### config.mk
export PLATFORM = sky130hd
export DESIGN_NAME = grouped_decimal_formatter
export DESIGN_NICKNAME = d
export VERILOG_FILES = /design/src/rtl/gdf_pkg.sv /design/src/rtl/grouped_decimal_formatter.sv /design/src/rtl/gdf_front.sv /design/src/rtl/gdf_queue.sv /design/src/rtl/gdf_back.sv
export SDC_FILE = /design/constraint.sdc
export NUM_CORES = 1
export LEC_CHECK = 0
export ABC_AREA = 1
export ABC_CLOCK_PERIOD_IN_PS = 7200
export BUFFER_PORTS_ARGS = -buffer_cell sky130_fd_sc_hd__buf_2
export CORE_MARGIN = 2
export CORE_UTILIZATION = 35
export CTS_BUF_LIST = sky130_fd_sc_hd__clkbuf_4
export CTS_CLUSTER_DIAMETER = 50
export DETAILED_ROUTE_END_ITERATION = 12
export SYNTH_ARGS = -nofsm -noshare
export SYNTH_HDL_FRONTEND = slang
export SYNTH_SLANG_ARGS = --single-unit
### constraint.sdc
create_clock -name aclk -period 7.2 [get_ports aclk]
set_clock_uncertainty 0.2 [all_clocks]
set_input_delay 0.72 -clock aclk [delete_from_list [all_inputs] [get_ports aclk]]
set_output_delay 0.72 -clock aclk [all_outputs]
set_load 0.01 [all_outputs]
### src/rtl/gdf_pkg.sv
// Shared types, constants and state encodings for the grouped decimal formatter.
// No dependencies; imported by every module of the block.
package gdf_pkg;

    localparam int VALUE_BITS  = 64;                      // width of the signed input
    localparam int DIGIT_COUNT = 20;                      // decimal digits of 2^64
    localparam int DIGIT_BITS  = 4;
    localparam int BCD_BITS    = DIGIT_COUNT * DIGIT_BITS;
    localparam int CNT_BITS    = $clog2(VALUE_BITS);
    localparam int IDX_BITS    = $clog2(DIGIT_COUNT);
    localparam int CHAR_BITS   = 8;
    localparam int SEP_BITS    = 8;
    localparam int GRP_BITS    = 5;
    localparam int CFG_DATA_BITS = 8;
    localparam int QDEPTH      = 2;
    localparam int QPTR_BITS   = $clog2(QDEPTH);
    localparam int QCNT_BITS   = $clog2(QDEPTH + 1);

    localparam logic [CHAR_BITS-1:0] CHAR_ZERO  = 8'h30;
    localparam logic [CHAR_BITS-1:0] CHAR_MINUS = 8'h2D;
    localparam logic [SEP_BITS-1:0]  SEPARATOR_RESET  = 8'd44;
    localparam logic [GRP_BITS-1:0]  GROUP_SIZE_RESET = 5'd3;

    typedef enum logic {
        CFG_SEPARATOR  = 1'b0,
        CFG_GROUP_SIZE = 1'b1
    } cfg_index_t;

    typedef enum logic [1:0] {
        F_IDLE,
        F_CONV,
        F_PUSH
    } front_state_t;

    typedef enum logic [2:0] {
        B_IDLE,
        B_SKIP,
        B_SIGN,
        B_DIGIT,
        B_SEP
    } back_state_t;

    // One converted number waiting for the emitter.
    typedef struct packed {
        logic [BCD_BITS-1:0]    bcd;       // digit i in bits [4i+3:4i]
        logic                   negative;
        logic [DIGIT_COUNT-1:0] sep_after; // bit i: separator follows digit i
    } gdf_entry_t;

endpackage

### src/rtl/grouped_decimal_formatter.sv
// Top level of the grouped decimal formatter: configuration registers and
// the front end, queue and emitter. Depends on gdf_pkg, gdf_front, gdf_queue, gdf_back.
//
// Usage:
//   s_* channel takes one request per number: s_tdata is the signed 64-bit value.
//   m_* channel returns its decimal text one ASCII character per transfer, most
//   significant first: '-' for negative values, then the digits, with the
//   separator byte after every group_size digits counted from the right.
//   m_tlast marks the final character; zero gives the single character '0'.
//   cfg_we/cfg_addr/cfg_wdata write separator (index 0) and group_size
//   (index 1); write them only while the block is idle.
// Timing:
//   The front end holds one request from accept through shift-and-add-3
//   conversion (one input bit per cycle) to a push into a two-entry queue,
//   waiting there while the queue is full, and takes no new request until
//   that push. The emitter pops an entry, skips up to 19 leading zero digits
//   one per cycle, then sends up to 38 characters one per cycle unless the
//   receiver stalls.
// Reset (aresetn low, synchronous) restores separator ',' and group_size 3 and
//   empties the queue and the output register. When the receiver stalls, the
//   output register holds its character, the queue fills, and s_tready stays
//   low once the converter has a finished number it cannot push.
module grouped_decimal_formatter (
    input  logic                             aclk,
    input  logic                             aresetn,
    // configuration write port
    input  logic                             cfg_we,
    input  logic                             cfg_addr,
    input  logic [gdf_pkg::CFG_DATA_BITS-1:0] cfg_wdata,
    // input requests
    input  logic                             s_tvalid,
    output logic                             s_tready,
    input  logic [gdf_pkg::VALUE_BITS-1:0]   s_tdata,   // [63:0] value
    // output characters
    output logic                             m_tvalid,
    input  logic                             m_tready,
    output logic [gdf_pkg::CHAR_BITS-1:0]    m_tdata,   // [7:0] character
    output logic                             m_tlast
);
    import gdf_pkg::*;

    logic [SEP_BITS-1:0] separator_reg;
    logic [GRP_BITS-1:0] group_size_reg;

    logic       front_push;
    logic       queue_ready;
    gdf_entry_t front_entry;
    logic       queue_valid;
    logic       back_pop;
    gdf_entry_t queue_entry;

    // configuration registers; writes land immediately
    always_ff @(posedge aclk) begin
        if (!aresetn) begin
            separator_reg  <= SEPARATOR_RESET;
            group_size_reg <= GROUP_SIZE_RESET;
        end else if (cfg_we) begin
            case (cfg_index_t'(cfg_addr))
                CFG_SEPARATOR:  separator_reg  <= cfg_wdata[SEP_BITS-1:0];
                CFG_GROUP_SIZE: group_size_reg <= cfg_wdata[GRP_BITS-1:0];
                default:        separator_reg  <= separator_reg;
            endcase
        end
    end

    // front end: accept and convert
    gdf_front u_front (
        .aclk       (aclk),
        .aresetn    (aresetn),
        .s_tvalid   (s_tvalid),
        .s_tready   (s_tready),
        .s_tdata    (s_tdata),
        .group_size (group_size_reg),
        .push       (front_push),
        .push_ready (queue_ready),
        .push_entry (front_entry)
    );

    // decouple conversion from emission
    gdf_queue u_queue (
        .aclk       (aclk),
        .aresetn    (aresetn),
        .push       (front_push),
        .push_entry (front_entry),
        .push_ready (queue_ready),
        .pop        (back_pop),
        .pop_valid  (queue_valid),
        .pop_entry  (queue_entry)
    );

    // emitter: characters out
    gdf_back u_back (
        .aclk      (aclk),
        .aresetn   (aresetn),
        .pop_valid (queue_valid),
        .pop_entry (queue_entry),
        .pop       (back_pop),
        .separator (separator_reg),
        .m_tvalid  (m_tvalid),
        .m_tready  (m_tready),
        .m_tdata   (m_tdata),
        .m_tlast   (m_tlast)
    );

    // the converter is busy right after it takes a request
    a_busy_after_accept: assert property (@(posedge aclk) disable iff (!aresetn)
        s_tvalid && s_tready |=> !s_tready)
        else $error("front end accepted a request while converting");

    // the converter frees up only by handing a number to the queue
    a_ready_after_push: assert property (@(posedge aclk) disable iff (!aresetn)
        $rose(s_tready) && $past(aresetn) |-> $past(front_push))
        else $error("front end went idle without pushing its number");

    // reset empties the output register and idles the front end
    a_reset_clears: assert property (@(posedge aclk)
        !aresetn |=> !m_tvalid && s_tready)
        else $error("reset did not clear the output or the front end");

endmodule

### src/rtl/gdf_front.sv
// Front end: accepts a request, takes its magnitude and converts it to BCD
// by shift-and-add-3, one bit per cycle. Depends on gdf_pkg.
module gdf_front (
    input  logic                          aclk,
    input  logic                          aresetn,
    input  logic                          s_tvalid,
    output logic                          s_tready,
    input  logic [gdf_pkg::VALUE_BITS-1:0] s_tdata,
    input  logic [gdf_pkg::GRP_BITS-1:0]  group_size,
    output logic                          push,
    input  logic                          push_ready,
    output gdf_pkg::gdf_entry_t           push_entry
);
    import gdf_pkg::*;

    front_state_t            st_reg, st_next;
    logic [VALUE_BITS-1:0]   mag_reg;
    logic [BCD_BITS-1:0]     bcd_reg;
    logic [BCD_BITS-1:0]     bcd_adj;
    logic                    neg_reg;
    logic [CNT_BITS-1:0]     cnt_reg;
    logic [GRP_BITS-1:0]     grp_reg;
    logic [GRP_BITS-1:0]     grp_inc;
    logic [DIGIT_COUNT-1:0]  mask_reg;
    logic                    accept;
    logic                    in_neg;

    assign in_neg  = s_tdata[VALUE_BITS-1];
    assign accept  = s_tvalid && s_tready;
    assign grp_inc = grp_reg + 1'b1;

    // add 3 to every digit of five or more before the shift
    always_comb begin
        for (int i = 0; i < DIGIT_COUNT; i++) begin
            if (bcd_reg[i*DIGIT_BITS +: DIGIT_BITS] >= 4'd5) begin
                bcd_adj[i*DIGIT_BITS +: DIGIT_BITS] = bcd_reg[i*DIGIT_BITS +: DIGIT_BITS] + 4'd3;
            end else begin
                bcd_adj[i*DIGIT_BITS +: DIGIT_BITS] = bcd_reg[i*DIGIT_BITS +: DIGIT_BITS];
            end
        end
    end

    always_comb begin
        st_next = st_reg;
        case (st_reg)
            F_IDLE:  if (s_tvalid) st_next = F_CONV;
            F_CONV:  if (cnt_reg == CNT_BITS'(VALUE_BITS - 1)) st_next = F_PUSH;
            F_PUSH:  if (push_ready) st_next = F_IDLE;
            default: st_next = F_IDLE;
        endcase
    end

    always_comb begin
        s_tready = 1'b0;
        push     = 1'b0;
        case (st_reg)
            F_IDLE:  s_tready = 1'b1;
            F_PUSH:  push = push_ready;
            default: begin
                s_tready = 1'b0;
                push     = 1'b0;
            end
        endcase
    end

    assign push_entry.bcd       = bcd_reg;
    assign push_entry.negative  = neg_reg;
    assign push_entry.sep_after = mask_reg;

    always_ff @(posedge aclk) begin
        if (!aresetn) begin
            st_reg <= F_IDLE;
        end else begin
            st_reg <= st_next;
        end
    end

    always_ff @(posedge aclk) begin
        if (accept) begin
            // two's complement negate; the most negative value maps to 2^(N-1)
            mag_reg  <= in_neg ? (~s_tdata + 1'b1) : s_tdata;
            neg_reg  <= in_neg;
            bcd_reg  <= '0;
            cnt_reg  <= '0;
            grp_reg  <= '0;
            mask_reg <= '0;
        end else if (st_reg == F_CONV) begin
            bcd_reg <= {bcd_adj[BCD_BITS-2:0], mag_reg[VALUE_BITS-1]};
            mag_reg <= {mag_reg[VALUE_BITS-2:0], 1'b0};
            cnt_reg <= cnt_reg + 1'b1;
            // grouping pattern in the first cycles: grp_reg tracks cnt_reg mod group_size
            if (cnt_reg < CNT_BITS'(DIGIT_COUNT)) begin
                mask_reg[cnt_reg[IDX_BITS-1:0]] <= (cnt_reg != '0) && (group_size != '0)
                                                   && (grp_reg == '0);
                grp_reg <= (grp_inc == group_size) ? '0 : grp_inc;
            end
        end
    end

endmodule

### src/rtl/gdf_queue.sv
// Two-entry queue of converted numbers between front end and emitter.
// Depends on gdf_pkg.
module gdf_queue (
    input  logic                aclk,
    input  logic                aresetn,
    input  logic                push,
    input  gdf_pkg::gdf_entry_t push_entry,
    output logic                push_ready,
    input  logic                pop,
    output logic                pop_valid,
    output gdf_pkg::gdf_entry_t pop_entry
);
    import gdf_pkg::*;

    gdf_entry_t           mem_reg [QDEPTH];
    logic [QPTR_BITS-1:0] wr_ptr_reg;
    logic [QPTR_BITS-1:0] rd_ptr_reg;
    logic [QCNT_BITS-1:0] count_reg;

    assign push_ready = (count_reg != QCNT_BITS'(QDEPTH));
    assign pop_valid  = (count_reg != '0);
    assign pop_entry  = mem_reg[rd_ptr_reg];

    always_ff @(posedge aclk) begin
        if (push) begin
            mem_reg[wr_ptr_reg] <= push_entry;
        end
    end

    always_ff @(posedge aclk) begin
        if (!aresetn) begin
            wr_ptr_reg <= '0;
            rd_ptr_reg <= '0;
            count_reg  <= '0;
        end else begin
            if (push) wr_ptr_reg <= wr_ptr_reg + 1'b1;
            if (pop)  rd_ptr_reg <= rd_ptr_reg + 1'b1;
            if (push && !pop) begin
                count_reg <= count_reg + 1'b1;
            end else if (pop && !push) begin
                count_reg <= count_reg - 1'b1;
            end
        end
    end

endmodule

### src/rtl/gdf_back.sv
// Emitter: skips leading zero digits, then sends sign, digits and separators
// via an output register, one per cycle unless stalled. Depends on gdf_pkg.
module gdf_back (
    input  logic                          aclk,
    input  logic                          aresetn,
    input  logic                          pop_valid,
    input  gdf_pkg::gdf_entry_t           pop_entry,
    output logic                          pop,
    input  logic [gdf_pkg::SEP_BITS-1:0]  separator,
    output logic                          m_tvalid,
    input  logic                          m_tready,
    output logic [gdf_pkg::CHAR_BITS-1:0] m_tdata,
    output logic                          m_tlast
);
    import gdf_pkg::*;

    back_state_t            st_reg, st_next;
    logic [BCD_BITS-1:0]    bcd_reg;
    logic                   neg_reg;
    logic [DIGIT_COUNT-1:0] sep_reg;
    logic [IDX_BITS-1:0]    idx_reg;
    logic [DIGIT_BITS-1:0]  digit;
    logic                   out_free;
    logic                   emit;
    logic [CHAR_BITS-1:0]   emit_char;
    logic                   emit_last;
    logic                   out_valid_reg;
    logic [CHAR_BITS-1:0]   out_char_reg;
    logic                   out_last_reg;

    assign digit    = bcd_reg[idx_reg*DIGIT_BITS +: DIGIT_BITS];
    assign out_free = !out_valid_reg || m_tready;

    always_comb begin
        st_next = st_reg;
        case (st_reg)
            B_IDLE: if (pop_valid) st_next = B_SKIP;
            B_SKIP: begin
                if (idx_reg == '0 || digit != '0) begin
                    st_next = neg_reg ? B_SIGN : B_DIGIT;
                end
            end
            B_SIGN: if (out_free) st_next = B_DIGIT;
            B_DIGIT: begin
                if (out_free) begin
                    if (idx_reg == '0) begin
                        st_next = B_IDLE;
                    end else if (sep_reg[idx_reg]) begin
                        st_next = B_SEP;
                    end
                end
            end
            B_SEP:   if (out_free) st_next = B_DIGIT;
            default: st_next = B_IDLE;
        endcase
    end

    always_comb begin
        pop       = 1'b0;
        emit      = 1'b0;
        emit_char = CHAR_ZERO + {{(CHAR_BITS-DIGIT_BITS){1'b0}}, digit};
        emit_last = 1'b0;
        case (st_reg)
            B_IDLE: pop = pop_valid;
            B_SIGN: begin
                emit      = out_free;
                emit_char = CHAR_MINUS;
            end
            B_DIGIT: begin
                emit      = out_free;
                emit_last = (idx_reg == '0);
            end
            B_SEP: begin
                emit      = out_free;
                emit_char = separator;
            end
            default: begin
                pop  = 1'b0;
                emit = 1'b0;
            end
        endcase
    end

    always_ff @(posedge aclk) begin
        if (!aresetn) begin
            st_reg        <= B_IDLE;
            out_valid_reg <= 1'b0;
        end else begin
            st_reg <= st_next;
            if (emit) begin
                out_valid_reg <= 1'b1;
            end else if (m_tready) begin
                out_valid_reg <= 1'b0;
            end
        end
    end

    always_ff @(posedge aclk) begin
        if (emit) begin
            out_char_reg <= emit_char;
            out_last_reg <= emit_last;
        end
        if (pop) begin
            bcd_reg <= pop_entry.bcd;
            neg_reg <= pop_entry.negative;
            sep_reg <= pop_entry.sep_after;
            idx_reg <= IDX_BITS'(DIGIT_COUNT - 1);
        end else if (st_reg == B_SKIP) begin
            if (idx_reg != '0 && digit == '0) idx_reg <= idx_reg - 1'b1;
        end else if (emit && st_reg == B_DIGIT) begin
            if (idx_reg != '0 && !sep_reg[idx_reg]) idx_reg <= idx_reg - 1'b1;
        end else if (emit && st_reg == B_SEP) begin
            idx_reg <= idx_reg - 1'b1;
        end
    end

    assign m_tvalid = out_valid_reg;
    assign m_tdata  = out_char_reg;
    assign m_tlast  = out_last_reg;

endmodule
# == Yosys cells after proc, flatten, opt, wreduce, memory -nomap -nowiden ==
# Memories as Yosys holds them, arrays and structs flattened. A register that Yosys moved wholly into a read port is not among the register bits.
# Index checks and enable logic that the tools add are counted.
# op_classes
n_addsub,29
order_cmp,24
n_eq_ne,19
shifts,1
n_mux,57
bitwise_logic,2
reduce_logical,38
# op_table
operator,count
two-way mux 64 bit,3
"greater-or-equal comparator 4 x 3 -> 1 bit, second input constant",20
variable part select 80 x 8 -> 4 bit,1
"adder 4 x 2 -> 4 bit, second input constant",19
two-way mux 4 bit,19
"adder 64 x 1 -> 64 bit, second input constant",1
NOT 64 bit,1
two-way mux 5 bit,6
two-way mux 3 bit,7
bitwise mux 20 bit,1
case mux 8 bit (2 select lines),1
"less-than comparator 5 x 6 -> 1 bit, second input constant",2
"inequality test 2 x 1 -> 1 bit, second input constant",6
case mux 3 bit (4 select lines),1
two-way mux 1 bit,11
logical AND 1 bit,10
logical NOT 5 bit,2
two-way mux 2 bit,5
nonzero test 5 bit,2
nonzero test 2 bit,4
"adder 6 x 4 -> 7 bit, first input constant",1
"adder 6 x 1 -> 6 bit, second input constant",1
"equality test 3 x 2 -> 1 bit, second input constant",2
"equality test 6 bit, second input constant",1
other kinds (33),43
# word_totals
register_bits,213
ramBits,202
inputBits,78
output_inout_bits,11
wordCells,188
mem_count,1
# mem_list
memory,depth,word_bits,read_ports,rd_clocked_by_memory_dff,wr,line,source
u_queue.mem_reg,2,101,1,1,1,gdf_queue.sv:15,gdf_entry_t mem_reg [QDEPTH];

# == Depth between registers and ports, before layout ==
# logic_depth
ltp_word,7
ltp_mapped,19
depth_no_buf,18

# == Hierarchy ==
# A second synthesis with hierarchy kept.
# hier_totals
hier_cells,2359
hier_area_um2,24208.2
# by_module_without_submodules
mod,instances,cells_per_inst,area_each_um2,seq_area_each_um2
gdf_front,1,1454,10550.1,4214.0
gdf_queue,1,349,7965.1,6165.9
gdf_back,1,486,5180.0,3483.3
grouped_decimal_formatter,1,70,513.0,260.2

# == Worst setup path after synthesis ==
# Ideal clock, no wire load.
# synth_timing
path_kind,register to register
start,register u_front.st_reg[1]
end,memory u_queue.mem_reg[1][0] in the netlist's numbering (enable)
setup_time_ns,0.565
t_arrival_ns,4.939
required_time_ns,6.435
path_slack_ns,1.496
stages_incl_launch_ff,6
n_path_buf,0
synth_period_minus_slack_ns,5.704
cell_sequence,dfxtp_1 -> inv_1 -> nor2_1 -> o21a_1 -> inv_1 -> nor2_1
# synth_between
elab_chain_cells,4
# synth_lines
item,line,source
from (decl),gdf_front.sv:16,"front_state_t st_reg, st_next;"
from (signal assigned),gdf_front.sv:74,st_reg <= st_next;
equality test 2 bit,gdf_front.sv:56,case (st_reg)
two-way mux 1 bit,gdf_front.sv:56,
net front_push,grouped_decimal_formatter.sv:45,logic front_push;
two-way mux 1 bit,gdf_queue.sv:25,if (push) begin
two-way mux 1 bit (not written as such),gdf_queue.sv:26,mem_reg[wr_ptr_reg] <= push_entry;
to (decl),gdf_queue.sv:15,
# The timed path passes the listed nets, and every way through them passes these cells.

# == Worst setup path in the final report ==
# layout_timing
start,register u_back.idx_reg[0]
end,register u_back.idx_reg[3]
# layout_between
elab_chain_cells,6
elab_cells_between_ends,17
classes_between,add/sub: 1; eq/ne: 2; shift: 1; mux: 7; reduce/logical: 6
# layout_lines
item,line,source
from (decl),gdf_back.sv:21,logic [IDX_BITS-1:0] idx_reg;
from (signal assigned),gdf_back.sv:107,idx_reg <= IDX_BITS'(DIGIT_COUNT - 1);
from (signal assigned),gdf_back.sv:109,if (idx_reg != '0 && digit == '0) idx_reg <= idx_reg - 1'b1;
from (signal assigned),gdf_back.sv:111,if (idx_reg != '0 && !sep_reg[idx_reg]) idx_reg <= idx_reg - 1'b1;
"parallel branches: the longest is 6 deep, another holds variable part select 80 x 8 -> 4 bit",n/a,
# Parallel ways; which one is timed is not known. The select of a mux whose other input is x is not followed.
# A chain may end at the register's enable or synchronous reset.

==> results.md <==
- The run finished with clean final reports.
- Data on the critical path is required at its endpoint by roughly 7.7 ns.
- The kind of launch point of the worst setup path is a register.
- Counting the buffers created by CTS gives 135.
- The cell family contributing the most delay on the critical path is flip-flops.
- Entering global routing, the biggest net connects 83 pins.
- Per report_power, the clock group accounts for roughly 33% of the total.
- The post-detailed-routing wire length is ~55 mm.
- In the routed design, unresolved DRC markers number 0.
- Clock-pin slew was measured on the worst setup and hold paths at 0.06 ns.
- The count of final hold-check violations was 0.
- The insertion delay to the later sink of the worst-skew pair is 0.87 ns.
- The overflow left after global routing is 0.
- Clock tree synthesis found a total of 516 sinks.
- In the layout the commonest cells are 646 x sky130_fd_sc_hd__nand2_1, 377 x sky130_fd_sc_hd__edfxtp_1, 229 x sky130_fd_sc_hd__inv_1, 226 x sky130_fd_sc_hd__o21ai_0.
- The post-detailed-route count of antenna-violating nets is 0.
- The average footprint of a synthesized cell is 9.522 um^2.
- Max-cap violations in this run came to 0.
- For this design the ratio of total power to cell area is 310.9 nW/um^2.
- Dividing the final minimum period by the clock period gives 46.67%.
- The commonest non-fill, non-tap cell in the layout is sky130_fd_sc_hd__nand2_1.
- The area of the multi-input gates is approximately 7900 um^2.
- In this run, the number of DRC markers left after iteration 0 of detailed routing was approximately 1400.
- The first global-routing pass estimated 89.13 mm of wire.
- Using the TritonRoute via totals, the vias-per-cell ratio works out to 4.867.
- The worst setup path is of the register to register kind.
- For this design the top-level I/O count stands at 89.
- Summed over all cells, the static leakage comes to 10.72 nW.
- In the final routed layout, each cell accounts on average for 15.41 um.
- The final setup TNS is 0 ns.
- The clock tree buffer depth is 3.
- The switching power total is 2.642 mW.
- The register with the most flip-flops in the layout has 202 of them.
- The internal cell power is 5.614 mW.
- The worst path needs roughly 3.4 ns of the cycle, external delays included.
- In this run the standard cell core region covers 65750 um^2.
- By area the synthesized netlist is led by sky130_fd_sc_hd__edfxtp_1 49%, sky130_fd_sc_hd__dfxtp_1 12%, sky130_fd_sc_hd__nand2_1 10%.
- The sequential area share after synthesis is 60.65%.
- The register bit count reported by yosys is 516.
- Synthesis produced a netlist with a net count of 2570.
- The detailed route wirelength on metal3 is 2.982 mm.
- The data arrival time of the worst path is 3.84 ns.
- Counting instances, the worst hold path has a depth of 3.
- The most numerous cell type found on the critical path is sky130_fd_sc_hd__nand2_1.
- The cell count of the worst reg-to-reg path is 14.
- For this run, the share of the core covered by cells in the final layout is 40.39%.
- The critical path goes through buf_4 -> inv_4 -> o21ai_0 -> nand2_1 -> nand2_1 -> nand2_1 -> clkinv_1 -> nand2_1 -> a21oi_2 -> nand3_2 -> nand2_2 -> nand2_2 -> nand2_1 -> a21oi_1.
- After floorplanning, the core was divided into 94 placement rows.
- Post-CTS repair changed the size of 0 cells.
- The area share of the largest cell type after synthesis is 48.68%.
- The all-layer global routing usage is between 10% and 20%.
- The detailed router placed 17452 vias in this run.
- For this run, the slowest stage of the critical path takes around 0.83 ns.
- The detailed-routed wire length on met2 is between 20 and 30 mm.
- The congestion estimate from routability-driven global placement came to around 0.88.
- The clock tree from TritonCTS is done.
- Once detailed placement completed, the half-perimeter wirelength came to 34.51 mm.
- The count of cell types in the netlist is 45.
- Combinational cells account for 21.1% of the total power.
- The net count reported at finish is 2743.
- The die extent in y is 261.8 um.
- The worst hold path class is input port to register.
- Setup violations remaining at the end of the flow were counted as 0.
- The starting density of the core is between 30% and 40%.
- The number of max-slew violations in the final report was 0.
- Synthesis handed over a netlist of 2442 instances.
- The floorplan die width is 261.8 um.
- The synthesis warning total is 0.
- The nature of the critical path endpoint is a register.
- Compared with the post-synthesis result, the final layout area differs by 14.20%.
- The number of global-route vias before repair came to 17611.
- The layout has ~6400 filler cells.
- Net switching is 32.00% of the power.
- The die covers approximately 69000 um^2.
- In this run the number of H-tree levels came out at 4.
- The clock root buffer is sky130_fd_sc_hd__clkbuf_4.
- The area of all sequential standard cells is 14110 um^2.
- During placement, the flow inserted port buffers numbering a little under 90.
- The normalized max-slew margin is a little over a fifth.
- The critical path runs through a total of 14 cells.
- The worst path buffer plus inverter count is 3.
- In this run the worst path has a maximum fanout of 52.
- The pre-antenna-repair detailed-routing pass consisted of 5 iterations.
- Hold timing on the final database bottoms out at a slack of ~0.094 ns.
- The mapped netlist covers ~23000 um^2.
- The transition time at the pin with the least slew margin is 1.182 ns.
- Cells with a size suffix above 1 make up 13.20% of the layout.
- For this run, the top clock speed supported by timing is about 300 MHz.
- The number of antenna violations at the first check in global routing came to 1.
- The worst-path cell with the longest stage delay is sky130_fd_sc_hd__dfxtp_2.
- The cell taking the most area after synthesis is sky130_fd_sc_hd__edfxtp_1.
- Of the total power, registers draw between 40% and 50%.
- For this block, wires on met1 add up to 24.54 mm.
- Across the VDD grid, the largest voltage drop is 133.5 uV.
- Setup repair after global routing left no endpoint under its margin.
- The detailed router used layers up to and including met4.
-- layout make-up --
cell class                      instances  area share [%]
Multi-Input combinational cell       1600           29.60
Tap cell                              864           4.071
Antenna cell                            2         0.01885
Clock inverter                         42           1.272
Timing Repair Buffer                  124           2.874
Inverter                              238           3.383
Clock buffer                          200           5.654
Sequential cell                       516           53.13
-- tightest hold or removal path, cell delays in order --
cell and delay, ns:
sky130_fd_sc_hd__buf_2 0.10, sky130_fd_sc_hd__nand2_1 0.05, sky130_fd_sc_hd__a31oi_1 0.13
-- routing by layer --
metal	track usage (%)	vias up
li1	-	8653
met1	20.76	8208
met2	26.97	468
met3	3.578	123
met4	5.950	0
met5	0	-
-- per-stage QoR --
stage,instances,worst slack (ns),power (mW),instance area [um^2]
floorplan,2442,1.496,5.081,23250
global placement,3321,3.844,5.588,24500
CTS,3584,3.796,8.364,26550
detailed placement,3321,3.812,5.625,24500
global route,3586,3.662,8.769,26560
finish,3586,3.840,8.256,26560
-- final timing paths --
| path | start | endpoint | slack (ns) |
|---|---|---|---|
| min | s_tdata[37] | u_front.mag_reg[37]$_DFFE_PP_ | 0.09 |
| max | u_back.idx_reg[0]$_SDFFE_PP1P_ | u_back.idx_reg[3]$_SDFFE_PP0P_ | 3.84 |
| min reg2reg | u_front.mask_reg[8]$_SDFFE_PP0P_ | u_queue.mem_reg[0][8]$_DFFE_PP_ | 0.23 |
| max reg2reg | u_back.idx_reg[0]$_SDFFE_PP1P_ | u_back.idx_reg[3]$_SDFFE_PP0P_ | 3.84 |
-- power groups by stage --
stage	sequential (mW)	combinational [mW]	clock, mW
finish	3.82	1.74	2.70
CTS	3.82	1.76	2.78
global route	3.85	1.97	2.94
global placement	3.87	1.72	0
floorplan	3.82	1.26	0
detailed placement	3.88	1.74	0
-- synthesized netlist by cell type, drive strengths merged --
cell type	instances
nand2	656
edfxtp	377
o21ai	237
inv	234
nor2	208
a21oi	147
dfxtp	139
nand3	129
clkbuf	61
xor2	56
ha	50
buf	27
nor3	25
nand4	22
a31oi	13
o211ai	12
o32ai	10
xnor2	10
nor4	6
or2	5
clkinv	4
o22ai	4
a211oi	2
o21bai	2
o31ai	2
o41ai	2
nand3b	1
o21a	1
-- cells by family after synthesis --
group	Yosys count	synth area share (%)
AO/OA/AOI/OAI	432	9.922
XOR/XNOR	66	2.486
buffers and inverters	326	5.682
AND/OR/NAND/NOR	1052	18.57
flip-flops	516	60.65
adder cells (fa/ha/maj)	50	2.690
-- timing repair --
item / 4_1_cts / 5_1_grt
endpoints found under the hold margin: 18 / 0
hold buffers: 21 / 0
setup endpoints to repair: 0 / 0
buffers inserted: 0 / 0
Power figures use the tool's default switching activity.
